File: src/design/atan2_angle_index_macros.svh
// ---------------------------------------------------------------------------
// atan2_angle_index assertion macros
// Concurrent check wrappers; they expand to nothing for synthesis.
// ---------------------------------------------------------------------------
`ifndef ATAN2_ANGLE_INDEX_MACROS_SVH
`define ATAN2_ANGLE_INDEX_MACROS_SVH

`ifndef SYNTHESIS
// Check that prop holds at every clock edge outside reset.
`define A2AI_ASSERT(lbl, clk, rstn, prop) \
  lbl: assert property (@(posedge clk) disable iff (!(rstn)) (prop)) \
    else $error("assertion failed in %m");
// Check that cons holds in the cycle after ante.
`define A2AI_ASSERT_NEXT(lbl, clk, rstn, ante, cons) \
  lbl: assert property (@(posedge clk) disable iff (!(rstn)) (ante) |=> (cons)) \
    else $error("assertion failed in %m");
`else
`define A2AI_ASSERT(lbl, clk, rstn, prop)
`define A2AI_ASSERT_NEXT(lbl, clk, rstn, ante, cons)
`endif

`endif

File: src/design/a2ai_pkg.sv
// ---------------------------------------------------------------------------
// a2ai_pkg
// Shared widths, angle constants and stage payload types.
// ---------------------------------------------------------------------------
package a2ai_pkg;

  localparam int unsigned COORD_W = 32;
  localparam int unsigned MAG_W   = COORD_W - 1;
  localparam int unsigned ANGLE_W = 16;
  // Quotient bits down to the rounding bit of the 12-bit fraction
  localparam int unsigned QUO_W   = 13;
  localparam int unsigned DIV_STAGES = QUO_W;
  // Drop the rounding bit and the five fraction bits below the index
  localparam int unsigned IDX_SHIFT = 6;
  localparam int unsigned ROM_DEPTH = 129;
  localparam int unsigned IDX_W     = 8;

  localparam logic [ANGLE_W-1:0] ANGLE_EIGHTH  = 16'h2000;
  localparam logic [ANGLE_W-1:0] ANGLE_QUARTER = 16'h4000;
  localparam logic [ANGLE_W-1:0] ANGLE_HALF    = 16'h8000;
  localparam logic [ANGLE_W-1:0] ANGLE_3QUART  = 16'hC000;

  // How the final stage forms the angle from the base
  typedef enum logic [1:0] {
    MODE_DIRECT,
    MODE_ADD,
    MODE_SUB
  } mode_e;

  typedef struct packed {
    mode_e              mode;
    logic [ANGLE_W-1:0] base;
  } ctrl_t;

  typedef struct packed {
    ctrl_t            ctrl;
    logic [MAG_W-1:0] rem;
    logic [MAG_W-1:0] den;
    logic [QUO_W-1:0] quo;
  } div_t;

endpackage

File: src/design/a2ai_fold.sv
// ---------------------------------------------------------------------------
// a2ai_fold
// Octant folding: magnitudes, special angles and divider operands.
// ---------------------------------------------------------------------------
`include "atan2_angle_index_macros.svh"

module a2ai_fold (
  input  logic                               clk_i,
  input  logic                               rst_ni,
  input  logic                               in_valid_i,
  output logic                               in_ready_o,
  input  logic signed [a2ai_pkg::COORD_W-1:0] y_coord_i,
  input  logic signed [a2ai_pkg::COORD_W-1:0] x_coord_i,
  output logic                               out_valid_o,
  input  logic                               out_ready_i,
  output a2ai_pkg::div_t                     out_data_o
);

  function automatic logic [a2ai_pkg::MAG_W-1:0] sat_mag(
    input logic [a2ai_pkg::COORD_W-1:0] v
  );
    logic [a2ai_pkg::COORD_W-1:0] neg;
    neg = ~v + 1'b1;
    if (!v[a2ai_pkg::COORD_W-1]) begin
      return v[a2ai_pkg::MAG_W-1:0];
    end else if (v[a2ai_pkg::MAG_W-1:0] == '0) begin
      return '1;
    end else begin
      return neg[a2ai_pkg::MAG_W-1:0];
    end
  endfunction

  logic                         yn, xn, odd;
  logic [a2ai_pkg::MAG_W-1:0]   ym, xm, along, across;
  logic [a2ai_pkg::ANGLE_W-1:0] quad_base;
  a2ai_pkg::div_t               data_d, data_q;
  logic                         valid_q;

  assign yn  = y_coord_i[a2ai_pkg::COORD_W-1];
  assign xn  = x_coord_i[a2ai_pkg::COORD_W-1];
  assign ym  = sat_mag(y_coord_i);
  assign xm  = sat_mag(x_coord_i);
  assign odd = yn ^ xn;
  assign along  = odd ? ym : xm;
  assign across = odd ? xm : ym;

  always_comb begin
    case ({yn, xn})
      2'b00:   quad_base = '0;
      2'b01:   quad_base = a2ai_pkg::ANGLE_QUARTER;
      2'b11:   quad_base = a2ai_pkg::ANGLE_HALF;
      default: quad_base = a2ai_pkg::ANGLE_3QUART;
    endcase
  end

  always_comb begin
    data_d           = '0;
    data_d.ctrl.mode = a2ai_pkg::MODE_DIRECT;
    if (ym == '0) begin
      data_d.ctrl.base = (xn && xm != '0) ? a2ai_pkg::ANGLE_HALF : '0;
    end else if (xm == '0) begin
      data_d.ctrl.base = yn ? a2ai_pkg::ANGLE_3QUART : a2ai_pkg::ANGLE_QUARTER;
    end else if (xm == ym) begin
      data_d.ctrl.base = quad_base + a2ai_pkg::ANGLE_EIGHTH;
    end else if (along > across) begin
      data_d.ctrl.mode = a2ai_pkg::MODE_ADD;
      data_d.ctrl.base = quad_base;
      data_d.rem       = across;
      data_d.den       = along;
    end else begin
      // measure back from the far axis of the quadrant
      data_d.ctrl.mode = a2ai_pkg::MODE_SUB;
      data_d.ctrl.base = quad_base + a2ai_pkg::ANGLE_QUARTER;
      data_d.rem       = along;
      data_d.den       = across;
    end
  end

  assign in_ready_o = !valid_q || out_ready_i;

  always_ff @(posedge clk_i or negedge rst_ni) begin
    if (!rst_ni) begin
      valid_q <= 1'b0;
    end else if (in_ready_o) begin
      valid_q <= in_valid_i;
    end
  end

  always_ff @(posedge clk_i) begin
    if (in_valid_i && in_ready_o) begin
      data_q <= data_d;
    end
  end

  assign out_valid_o = valid_q;
  assign out_data_o  = data_q;

  `A2AI_ASSERT(a_fold_operands, clk_i, rst_ni,
    !valid_q || data_q.ctrl.mode == a2ai_pkg::MODE_DIRECT ||
    (data_q.rem != '0 && data_q.rem < data_q.den))

endmodule

File: src/design/a2ai_div_stage.sv
// ---------------------------------------------------------------------------
// a2ai_div_stage
// One restoring division step: one quotient bit per stage.
// ---------------------------------------------------------------------------
`include "atan2_angle_index_macros.svh"

module a2ai_div_stage (
  input  logic           clk_i,
  input  logic           rst_ni,
  input  logic           in_valid_i,
  output logic           in_ready_o,
  input  a2ai_pkg::div_t in_data_i,
  output logic           out_valid_o,
  input  logic           out_ready_i,
  output a2ai_pkg::div_t out_data_o
);

  logic [a2ai_pkg::MAG_W:0] rem2, den_ext, diff;
  logic                     take;
  a2ai_pkg::div_t           data_d, data_q;
  logic                     valid_q;

  assign rem2    = {in_data_i.rem, 1'b0};
  assign den_ext = {1'b0, in_data_i.den};
  assign take    = rem2 >= den_ext;
  assign diff    = rem2 - den_ext;

  always_comb begin
    data_d     = in_data_i;
    data_d.rem = take ? diff[a2ai_pkg::MAG_W-1:0] : rem2[a2ai_pkg::MAG_W-1:0];
    data_d.quo = {in_data_i.quo[a2ai_pkg::QUO_W-2:0], take};
  end

  assign in_ready_o = !valid_q || out_ready_i;

  always_ff @(posedge clk_i or negedge rst_ni) begin
    if (!rst_ni) begin
      valid_q <= 1'b0;
    end else if (in_ready_o) begin
      valid_q <= in_valid_i;
    end
  end

  always_ff @(posedge clk_i) begin
    if (in_valid_i && in_ready_o) begin
      data_q <= data_d;
    end
  end

  assign out_valid_o = valid_q;
  assign out_data_o  = data_q;

  `A2AI_ASSERT(a_div_rem_below_den, clk_i, rst_ni,
    !valid_q || data_q.ctrl.mode == a2ai_pkg::MODE_DIRECT || data_q.rem < data_q.den)

endmodule

File: src/design/a2ai_lookup.sv
// ---------------------------------------------------------------------------
// a2ai_lookup
// Round the quotient, read the arctangent table, apply the octant base.
// ---------------------------------------------------------------------------
`include "atan2_angle_index_macros.svh"

module a2ai_lookup (
  input  logic                         clk_i,
  input  logic                         rst_ni,
  input  logic                         in_valid_i,
  output logic                         in_ready_o,
  input  a2ai_pkg::div_t               in_data_i,
  output logic                         out_valid_o,
  input  logic                         out_ready_i,
  output logic [a2ai_pkg::ANGLE_W-1:0] out_angle_o
);

  // entry k is atan(k/128) in angle units
  localparam logic [a2ai_pkg::ANGLE_W-1:0] ATAN_ROM [a2ai_pkg::ROM_DEPTH] = '{
    16'h0000, 16'h0051, 16'h00a3, 16'h00f4, 16'h0146, 16'h0197, 16'h01e9, 16'h023a,
    16'h028b, 16'h02dc, 16'h032d, 16'h037e, 16'h03cf, 16'h0420, 16'h0470, 16'h04c1,
    16'h0511, 16'h0561, 16'h05b1, 16'h0601, 16'h0651, 16'h06a0, 16'h06ef, 16'h073e,
    16'h078d, 16'h07dc, 16'h082a, 16'h0878, 16'h08c6, 16'h0914, 16'h0961, 16'h09ae,
    16'h09fb, 16'h0a48, 16'h0a94, 16'h0ae0, 16'h0b2c, 16'h0b77, 16'h0bc2, 16'h0c0d,
    16'h0c57, 16'h0ca1, 16'h0ceb, 16'h0d34, 16'h0d7d, 16'h0dc6, 16'h0e0f, 16'h0e56,
    16'h0e9e, 16'h0ee5, 16'h0f2c, 16'h0f73, 16'h0fb9, 16'h0fff, 16'h1044, 16'h1089,
    16'h10ce, 16'h1112, 16'h1156, 16'h1199, 16'h11dc, 16'h121f, 16'h1261, 16'h12a3,
    16'h12e4, 16'h1325, 16'h1366, 16'h13a6, 16'h13e6, 16'h1425, 16'h1464, 16'h14a2,
    16'h14e0, 16'h151e, 16'h155b, 16'h1598, 16'h15d5, 16'h1611, 16'h164c, 16'h1688,
    16'h16c2, 16'h16fd, 16'h1737, 16'h1770, 16'h17aa, 16'h17e2, 16'h181b, 16'h1853,
    16'h188a, 16'h18c1, 16'h18f8, 16'h192e, 16'h1964, 16'h199a, 16'h19cf, 16'h1a04,
    16'h1a38, 16'h1a6c, 16'h1a9f, 16'h1ad3, 16'h1b05, 16'h1b38, 16'h1b6a, 16'h1b9c,
    16'h1bcd, 16'h1bfe, 16'h1c2e, 16'h1c5e, 16'h1c8e, 16'h1cbe, 16'h1ced, 16'h1d1b,
    16'h1d4a, 16'h1d78, 16'h1da5, 16'h1dd3, 16'h1dff, 16'h1e2c, 16'h1e58, 16'h1e84,
    16'h1eb0, 16'h1edb, 16'h1f06, 16'h1f30, 16'h1f5a, 16'h1f84, 16'h1fae, 16'h1fd7,
    16'h2000
  };

  localparam logic [a2ai_pkg::IDX_W-1:0] IDX_MAX = a2ai_pkg::IDX_W'(a2ai_pkg::ROM_DEPTH - 1);

  logic [a2ai_pkg::QUO_W:0]     quo_rnd;
  logic [a2ai_pkg::IDX_W-1:0]   idx_raw, idx;
  logic [a2ai_pkg::ANGLE_W-1:0] rom_val, angle_d, angle_q;
  logic                         valid_q;

  // half-up rounding then drop to the table index
  assign quo_rnd = {1'b0, in_data_i.quo} + 1'b1;
  assign idx_raw = quo_rnd[a2ai_pkg::QUO_W:a2ai_pkg::IDX_SHIFT];
  assign idx     = (idx_raw > IDX_MAX) ? IDX_MAX : idx_raw;
  assign rom_val = ATAN_ROM[idx];

  always_comb begin
    case (in_data_i.ctrl.mode)
      a2ai_pkg::MODE_ADD: angle_d = in_data_i.ctrl.base + rom_val;
      a2ai_pkg::MODE_SUB: angle_d = in_data_i.ctrl.base - rom_val;
      default:            angle_d = in_data_i.ctrl.base;
    endcase
  end

  assign in_ready_o = !valid_q || out_ready_i;

  always_ff @(posedge clk_i or negedge rst_ni) begin
    if (!rst_ni) begin
      valid_q <= 1'b0;
    end else if (in_ready_o) begin
      valid_q <= in_valid_i;
    end
  end

  always_ff @(posedge clk_i) begin
    if (in_valid_i && in_ready_o) begin
      angle_q <= angle_d;
    end
  end

  assign out_valid_o = valid_q;
  assign out_angle_o = angle_q;

  `A2AI_ASSERT_NEXT(a_lookup_loads, clk_i, rst_ni, in_valid_i && in_ready_o, valid_q)

endmodule

File: src/design/atan2_angle_index.sv
// ---------------------------------------------------------------------------
// atan2_angle_index
// Four-quadrant arctangent of a 20.12 pair as a 16-bit angle index.
// ---------------------------------------------------------------------------
//
//  Channel  Dir  Width  Contents
//  s_axis   in   64     y_coord [31:0], x_coord [63:32], both signed
//  m_axis   out  16     angle_index [15:0], 65536 is one full turn
//
//  From input transfer to result a pair passes one folding stage,
//  thirteen divider stages (one quotient bit each) and one table stage.
//  A new pair is taken every cycle unless an output stall has filled the
//  folding stage; the 32-bit compare-subtract of a divider stage sets the
//  clock period. Reset empties every stage; no payload register is cleared.
//  Each stage holds its item while the next one is full and stalled, so an
//  empty stage upstream still takes a transfer during an output stall.
// ---------------------------------------------------------------------------
module atan2_angle_index (
  input  logic        clk_i,
  input  logic        rst_ni,
  // Input pairs
  input  logic        s_axis_tvalid_i,
  output logic        s_axis_tready_o,
  input  logic [63:0] s_axis_tdata_i,   // [31:0] y_coord, [63:32] x_coord
  // Result angles
  output logic        m_axis_tvalid_o,
  input  logic        m_axis_tready_i,
  output logic [15:0] m_axis_tdata_o    // [15:0] angle_index
);

  // Handshake chain through the divider: index 0 is the folding stage output,
  // index k+1 the output of divider stage g_div[k].
  logic [a2ai_pkg::DIV_STAGES:0] stg_valid;
  logic [a2ai_pkg::DIV_STAGES:0] stg_ready;
  a2ai_pkg::div_t                stg_data [a2ai_pkg::DIV_STAGES+1];

  logic signed [a2ai_pkg::COORD_W-1:0] y_coord, x_coord;

  // Unpack the transfer: y in the low half, x in the high half
  assign y_coord = s_axis_tdata_i[a2ai_pkg::COORD_W-1:0];
  assign x_coord = s_axis_tdata_i[2*a2ai_pkg::COORD_W-1:a2ai_pkg::COORD_W];

  // Fold into an octant, settle the axes and diagonals
  a2ai_fold u_fold (
    .clk_i       (clk_i),
    .rst_ni      (rst_ni),
    .in_valid_i  (s_axis_tvalid_i),
    .in_ready_o  (s_axis_tready_o),
    .y_coord_i   (y_coord),
    .x_coord_i   (x_coord),
    .out_valid_o (stg_valid[0]),
    .out_ready_i (stg_ready[0]),
    .out_data_o  (stg_data[0])
  );

  // Divide the smaller magnitude by the larger, one quotient bit per stage
  for (genvar k = 0; k < a2ai_pkg::DIV_STAGES; k++) begin : g_div
    a2ai_div_stage u_div (
      .clk_i       (clk_i),
      .rst_ni      (rst_ni),
      .in_valid_i  (stg_valid[k]),
      .in_ready_o  (stg_ready[k]),
      .in_data_i   (stg_data[k]),
      .out_valid_o (stg_valid[k+1]),
      .out_ready_i (stg_ready[k+1]),
      .out_data_o  (stg_data[k+1])
    );
  end

  // Round, read the table and apply the octant base; this stage is the
  // output register
  a2ai_lookup u_lookup (
    .clk_i       (clk_i),
    .rst_ni      (rst_ni),
    .in_valid_i  (stg_valid[a2ai_pkg::DIV_STAGES]),
    .in_ready_o  (stg_ready[a2ai_pkg::DIV_STAGES]),
    .in_data_i   (stg_data[a2ai_pkg::DIV_STAGES]),
    .out_valid_o (m_axis_tvalid_o),
    .out_ready_i (m_axis_tready_i),
    .out_angle_o (m_axis_tdata_o)
  );

endmodule
File: config.mk
export PLATFORM = sky130hd
export DESIGN_NAME = atan2_angle_index
export DESIGN_NICKNAME = d
export VERILOG_FILES = /design/src/design/a2ai_pkg.sv /design/src/design/a2ai_fold.sv /design/src/design/a2ai_div_stage.sv /design/src/design/a2ai_lookup.sv /design/src/design/atan2_angle_index.sv
export VERILOG_INCLUDE_DIRS = /design/src /design/src/design
export SDC_FILE = /design/constraint.sdc
export NUM_CORES = 2
export LEC_CHECK = 0
export ABC_AREA = 1
export BUFFER_PORTS_ARGS = -buffer_cell sky130_fd_sc_hd__buf_4
export CAP_MARGIN = 20
export CORE_ASPECT_RATIO = 1.5
export CORE_MARGIN = 5
export CORE_UTILIZATION = 30
export DETAILED_ROUTE_END_ITERATION = 10
export PLACE_DENSITY_LB_ADDON = 0.12
export SETUP_SLACK_MARGIN = 0.4
export SLEW_MARGIN = 20
export SYNTH_ARGS = -nofsm -noshare
export SYNTH_HDL_FRONTEND = slang
export SYNTH_SLANG_ARGS = --single-unit
File: constraint.sdc
create_clock -name clk_i -period 6.1 [get_ports clk_i]
set_clock_uncertainty 0.05 [all_clocks]
set_input_delay 0 -clock clk_i [delete_from_list [all_inputs] [get_ports clk_i]]
set_output_delay 0 -clock clk_i [all_outputs]
set_load 0.1 [all_outputs]
# Word-level counts from Yosys, hierarchy flattened
# Memory sizes are Yosys's and may differ from the RTL's.
# Cells that the tools add are included.
word_totals:
  regBits: 1180
  romBits: 4096
  in_bits: 68
  out_inout_bits: 18
  elab_cells: 222
  mem_count: 1
classes:
  add_sub_neg: 19
  n_lt_le_gt_ge: 16
  n_eq_ne: 5
  muxes: 29
  bitwise_logic: 4
  reduce_logical: 53
mem_list:
  columns: ["name", "words", "width", "rd", "rd_clocked_by_memory_dff", "write_ports", "line_no", "text"]
  rows:
  - ["(no name shown)", 256, 16, 1, 0, 0, "a2ai_lookup.sv:50", "assign rom_val = ATAN_ROM[idx];"]
ops:
  columns: ["operator", "count"]
  rows:
  - ["two-way mux 31 bit", 18]
  - [">= comparator 32 x 31 -> 1 bit", 13]
  - ["subtractor 31 bit", 12]
  - ["logical NOT 31 bit", 4]
  - ["two-way mux 16 bit", 7]
  - ["two-way mux 80 bit", 1]
  - ["adder 31 x 1 -> 31 bit, second input constant", 2]
  - ["inverter 31 bit", 2]
  - ["case mux 16 bit (3 select lines)", 1]
  - ["case mux 16 bit (2 select lines)", 1]
  - ["== test 31 bit", 1]
  - ["greater-than comparator 31 bit", 1]
  - ["nonzero test 31 bit", 1]
  - ["adder 16 x 14 -> 16 bit, second input constant", 1]
  - ["adder 16 x 15 -> 16 bit, second input constant", 1]
  - ["adder 16 bit", 1]
  - ["logical AND 1 bit", 16]
  - ["subtractor 16 bit", 1]
  - ["logical NOT 1 bit", 15]
  - ["logical OR 1 bit", 15]
  - ["adder 13 x 1 -> 14 bit, second input constant", 1]
  - [">= comparator 9 bit, second input constant", 1]
  - ["inverter 8 -> 9 bit", 1]
  - ["greater-than comparator 8 bit, second input constant", 1]
  - ["6 further kinds", 8]

# Logic depth before layout (Yosys ltp)
depth:
  word_depth: 17
  depth_mapped: 39
  mapped_depth_nobuf: 39

# Cells and area by module
# A second synthesis with hierarchy kept.
hier_totals:
  hier_cells: 11412
  area_unflattened_um2: 86412.9
by_module_without_submodules:
  columns: ["mod", "n_inst", "cells_each", "area_per_inst_um2", "seq_area_each_um2"]
  rows:
  - ["a2ai_div_stage", 13, 718, 5728.0, 2817.7]
  - ["a2ai_fold", 1, 1293, 7632.3, 2037.0]
  - ["a2ai_lookup", 1, 785, 4316.6, 505.5]

# Worst setup path after synthesis
# Ideal clock, no wire load.
synth_timing:
  path_type: "register to register"
  from: "register u_lookup.valid_q (netlist: u_lookup.out_valid_o)"
  to: "register g_div[1].u_div.data_q, in the netlist g_div[1].u_div.out_data_o[0], enable pin"
  setup_time_ns: 0.498
  t_arrival_ns: 5.035
  required_ns: 5.552
  setup_slack_ns: 0.517
  path_stages_with_launch: 28
  n_path_buf: 0
  period_less_slack_ns: 5.583
  path_cell_list: "dfrtp_1 -> inv_1 -> nor2_1 -> inv_1 -> nor2_1 -> inv_2 -> nor2_1 -> inv_1 -> nor2_1 -> inv_1 -> nor2_2 -> inv_1 -> nor2_1 -> inv_2 -> nor2_1 -> inv_1 -> nor2_1 -> inv_1 -> nor2_2 -> inv_1 -> nor2_1 -> inv_2 -> nor2_1 -> inv_1 -> nor2_1 -> inv_1 -> nor2_2 -> nor2_1"
synth_via:
  elab_chain_cells: 15
synth_rtl:
  columns: ["item", "line_no", "text"]
  rows:
  - ["start, declared", "a2ai_lookup.sv:44", "logic valid_q;"]
  - ["start signal, assigned", "a2ai_lookup.sv:66", "valid_q <= in_valid_i;"]
  - ["logical NOT 1 bit", "a2ai_lookup.sv:60", "assign in_ready_o = !valid_q || out_ready_i;"]
  - ["logical OR 1 bit", "a2ai_lookup.sv:60", null]
  - ["logical OR 1 bit (12 in a row)", "a2ai_div_stage.sv:34", "assign in_ready_o = !valid_q || out_ready_i;"]
  - ["logical AND 1 bit", "a2ai_div_stage.sv:45", "if (in_valid_i && in_ready_o) begin"]
  - ["end signal, assigned", "a2ai_div_stage.sv:46", "data_q <= data_d;"]
  - ["end, declared", "a2ai_div_stage.sv:20", "a2ai_pkg::div_t data_d, data_q;"]
# Every way passes these cells.
# A chain may end at the register's enable or synchronous reset.

# Final worst setup path
layout_timing:
  from: "register g_div[12].u_div.data_q, in the netlist g_div[12].u_div.out_data_o[6]"
  to: "register u_lookup.angle_q, in the netlist u_lookup.out_angle_o[14] (data pin)"
layout_via:
  elab_chain_cells: 9
  elab_cells_between_ends: 10
  classes_between: "3 x add/sub; 1 x order compare; 4 x mux; 1 x bitwise; 1 x memory"
layout_rtl:
  columns: ["item", "line_no", "text"]
  rows:
  - ["start, declared", "a2ai_div_stage.sv:20", null]
  - ["start signal, assigned", "a2ai_div_stage.sv:46", null]
  - ["adder 13 x 1 -> 14 bit *", "a2ai_lookup.sv:47", "assign quo_rnd = {1'b0, in_data_i.quo} + 1'b1;"]
  - ["greater-than comparator 8 bit", "a2ai_lookup.sv:49", "assign idx = (idx_raw > IDX_MAX) ? IDX_MAX : idx_raw;"]
  - ["two-way mux 8 bit *", "a2ai_lookup.sv:49", null]
  - ["inverter 8 -> 9 bit (implied by the code) *", "a2ai_lookup.sv:50", null]
  - ["memory (256 x 16 bit) *", null, null]
  - ["two-way mux 16 bit (implied by the code) * (2 in a row)", "a2ai_lookup.sv:50", null]
  - ["subtractor 16 bit / adder 16 bit (equally long branches)", "a2ai_lookup.sv:55, a2ai_lookup.sv:54", null]
  - ["case mux 16 bit (2 select lines) *", "a2ai_lookup.sv:53", "case (in_data_i.ctrl.mode)"]
  - ["net u_lookup.angle_d (one bit)", "a2ai_lookup.sv:43", "logic [a2ai_pkg::ANGLE_W-1:0] rom_val, angle_d, angle_q;"]
  - ["end signal, assigned", "a2ai_lookup.sv:72", "angle_q <= angle_d;"]
  - ["end, declared", "a2ai_lookup.sv:43", null]
# Mark *: on every way through the listed nets, which the timed path passes. The rest lies on a longest branch. The select of a mux whose other input is x is not followed.

==> metrics.yaml <==
outcome: "complete, no violations"
hpwlAfterDp_mm: 145
io_buffers: 85
grt_max_degree: 76
power.static_leakage_uw: 0.0296
route.met3.wl_mm: 3.93
synth_top_flop_cell: "edfxtp_1"
slew_viol_final: 0
hold-worst-slack_ps: 59.7
area_taken_by_multi_input_logic_gates_um2: 27600
worst_hold_path_type: "in2reg"
clock_tree.htree_level_count: 3
initial_core_util: 0.302
chipWidth_um: 380
nets: 7542
synthTopCellsByArea: "edfxtp_1 (48%), nand2_1 (10%), ha_1 (9.2%)"
critical_path_sink_type: "register"
rsz0062_at_grt: "no"
finalCritPeriodShare: 0.846
synth.distinct_cells: 60
largest_area_contributor_in_the_netlist: "edfxtp_1"
vias_per_cell: 4.72
hold_viol_final: 0
top_layer_used: "met4"
wl_met1_mm: 50.6
max-clock-path-buffers: 3
routedWlPerCell_um: 17.8
core.rowCount: 203
grt_antenna_before_repair: 1
powerDensity_nw_per_um2: 609
syn-num-nets: 7395
layout.core_utilization: 0.339
synth_top_cell_area_share: 0.479
cts.reportedPaths.clkPinSlew_ps: 60
critical_path.top_delay_family: "simple AND/OR/NAND/NOR gates"
final.fill_count: 21100
grt_pass1_vias: 49300
synth-edff-count: 983
dominant_cell_type_by_count_on_the_critical_path: "nand2_1"
number_of_nets_still_failing_antenna_checks_after_routing: 0
cp_max_fo: 11
die_h_um: 565
core_area_um2: 204000
tritoncts: "built"
drv.max_cap_violation_count: 0
synth-seq-cells: 998
clock.fmax_mhz: 194
worst_pin_slew_ps: 1170
grt.overflow.total: 0
clkLatencyLatePin_ps: 730
synth.avg_cell_area_um2: 8.97
area_growth_syn_to_layout_pct: 12.3
cts_made_buffers: 103
clkSinkCount: 998
ir_drop_uv: 284
grt_first_pass_wirelength_mm: 268
cpPeakStageDelay_ps: 490
die_area_um2: 215000
crit_required_ps: 6500
fin_tns_setup_ps: 0
seqCellArea_um2: 29900
drtPass1Iterations: 8
detail_route_met2_wl_mm: 107
gr-usage-all-layers: 0.159
synth_cells: 6863
synth.yosys.warnings: 0
gp_congestion: 0.920
synth_area_um2: 61600
ctsRootBufferMaster: "clkbuf_16"
critPathArrivalTime_ps: 5560
synthArstFlopShare: 0.0150
synth_seq_area_share: 0.485
crit_buf_inv: 1
post_route_cells_drive_above_1_share: 0.0635
setup-violations-final: 0
placed_cell_area_um2: 65500
startpoint_type: "register"
vias: 46100
drtIter0Drc: 1967
slew_headroom: 0.214
final.min_clock_period_ps: 5160
post-route-drc-count: 0
pin_count: 86
wirelength_routed_mm: 174
postLayoutCellArea_um2: 69100
worst_path_max_delay_cell: "edfxtp_1"
timing_worst_setup_path_type: "reg2reg"
[timing repair]
item                      in CTS  in global routing
gates resized for setup        0                  0
hold endpoints to repair      58                  0
buffers inserted               0                  0
hold buffers                  19                  0
[through the flow]
stage,total power (µW),instances,worst slack [ps]
after floorplan,29400,6863,517
after global placement,35900,9550,-41.0
after detailed placement,36200,9550,25.8
after CTS,42800,9763,588
after global routing,45900,9765,477
final,42100,9767,937
[worst reg2reg max path, delay by kind of cell, from the launching register on]
| family | cells | cell delay (ps) |
|---|---|---|
| flops | 1 | 490 |
| fa+ha+maj | 3 | 680 |
| buf+inv | 1 | 280 |
| simple gates | 25 | 3410 |
[metal layers]
metal | global-route usage | vias up
li1 | - | 23800
met1 | 0.120 | 21200
met2 | 0.360 | 731
met3 | 0.0161 | 409
met4 | 0.103 | 0
met5 | 0 | -
[where the power goes]
part           total (µW)  switching [µW]  internal [µW]
combinational       21900           14300           7640
clock                6430            2760           3670
sequential          13800            1470          12300
[state kept, by name, indices dropped and copies added (netlist names)]
name and count:
g_div.u_div.out_data_o 900, g_div.u_div.out_valid_o 13, u_fold.out_data_o 67, u_fold.out_valid_o 1
u_lookup.out_angle_o 16, u_lookup.out_valid_o 1
[final timing paths]
kind | start | to | slack, ps | cells after the start
min in group asynchronous | rst_ni | g_div[3].u_div.out_valid_o$_DFFE_PN0P_ | 450 | 4
max reg2reg | g_div[12].u_div.out_data_o[6]$_DFFE_PP_ | u_lookup.out_angle_o[14]$_DFFE_PP_ | 940 | 29
max | g_div[12].u_div.out_data_o[6]$_DFFE_PP_ | u_lookup.out_angle_o[14]$_DFFE_PP_ | 940 | 29
max in group asynchronous | rst_ni | g_div[9].u_div.out_valid_o$_DFFE_PN0P_ | 5380 | 4
min | s_axis_tdata_i[49] | u_fold.out_data_o[30]$_SDFFCE_PP0P_ | 60 | 9
min reg2reg | g_div[8].u_div.out_data_o[90]$_DFFE_PP_ | g_div[9].u_div.out_data_o[90]$_DFFE_PP_ | 370 | 0
[cell families (layout without fill, tap and decap cells)]
| group | count (synthesis) | count (layout) | synth area share |
|---|---|---|---|
| AND/OR/NAND/NOR | 2737 | 2737 | 0.189 |
| XOR/XNOR | 364 | 364 | 0.0519 |
| flip-flops | 998 | 998 | 0.485 |
| buffers and inverters | 1044 | 1280 | 0.0671 |
| AO/OA/AOI/OAI | 1256 | 1256 | 0.111 |
| adder cells (fa/ha/maj) | 464 | 464 | 0.0957 |
| other | 0 | 3 | 0 |
[area by class of cell]
type | count | share of cell area
Multi-Input combinational cell | 4821 | 0.399
Inverter | 914 | 0.0496
Antenna cell | 3 | 0.000109
Clock inverter | 77 | 0.0112
Clock buffer | 117 | 0.0386
Timing Repair Buffer | 172 | 0.0204
Sequential cell | 998 | 0.432
Tap cell | 2665 | 0.0482
[cells in the final DEF (no fill, tap or decap), drive strengths merged, types with 117 or more instances in the layout]
| master | instances |
|---|---|
| edfxtp | 983 |
| nand3 | 342 |
| nand2 | 1702 |
| inv | 905 |
| ha | 452 |
| a21oi | 446 |
| xnor2 | 183 |
| clkbuf | 117 |
| o21ai | 593 |
| nor2 | 427 |
| buf | 154 |
| xor2 | 181 |
[cell usage after synthesis (all sizes together), types with 17 or more instances]
| library cell | n |
|---|---|
| nand2 | 1702 |
| edfxtp | 983 |
| inv | 905 |
| o21ai | 593 |
| ha | 452 |
| a21oi | 446 |
| nor2 | 427 |
| nand3 | 342 |
| xnor2 | 183 |
| xor2 | 181 |
| nor3 | 90 |
| nand4 | 87 |
| buf | 78 |
| a31oi | 52 |
| clkbuf | 52 |
| nor4 | 50 |
| a21boi | 25 |
| o31ai | 24 |
| or2 | 24 |
| a211oi | 21 |
| a221oi | 20 |
| o211ai | 17 |
Power figures use the tool's default switching activity.
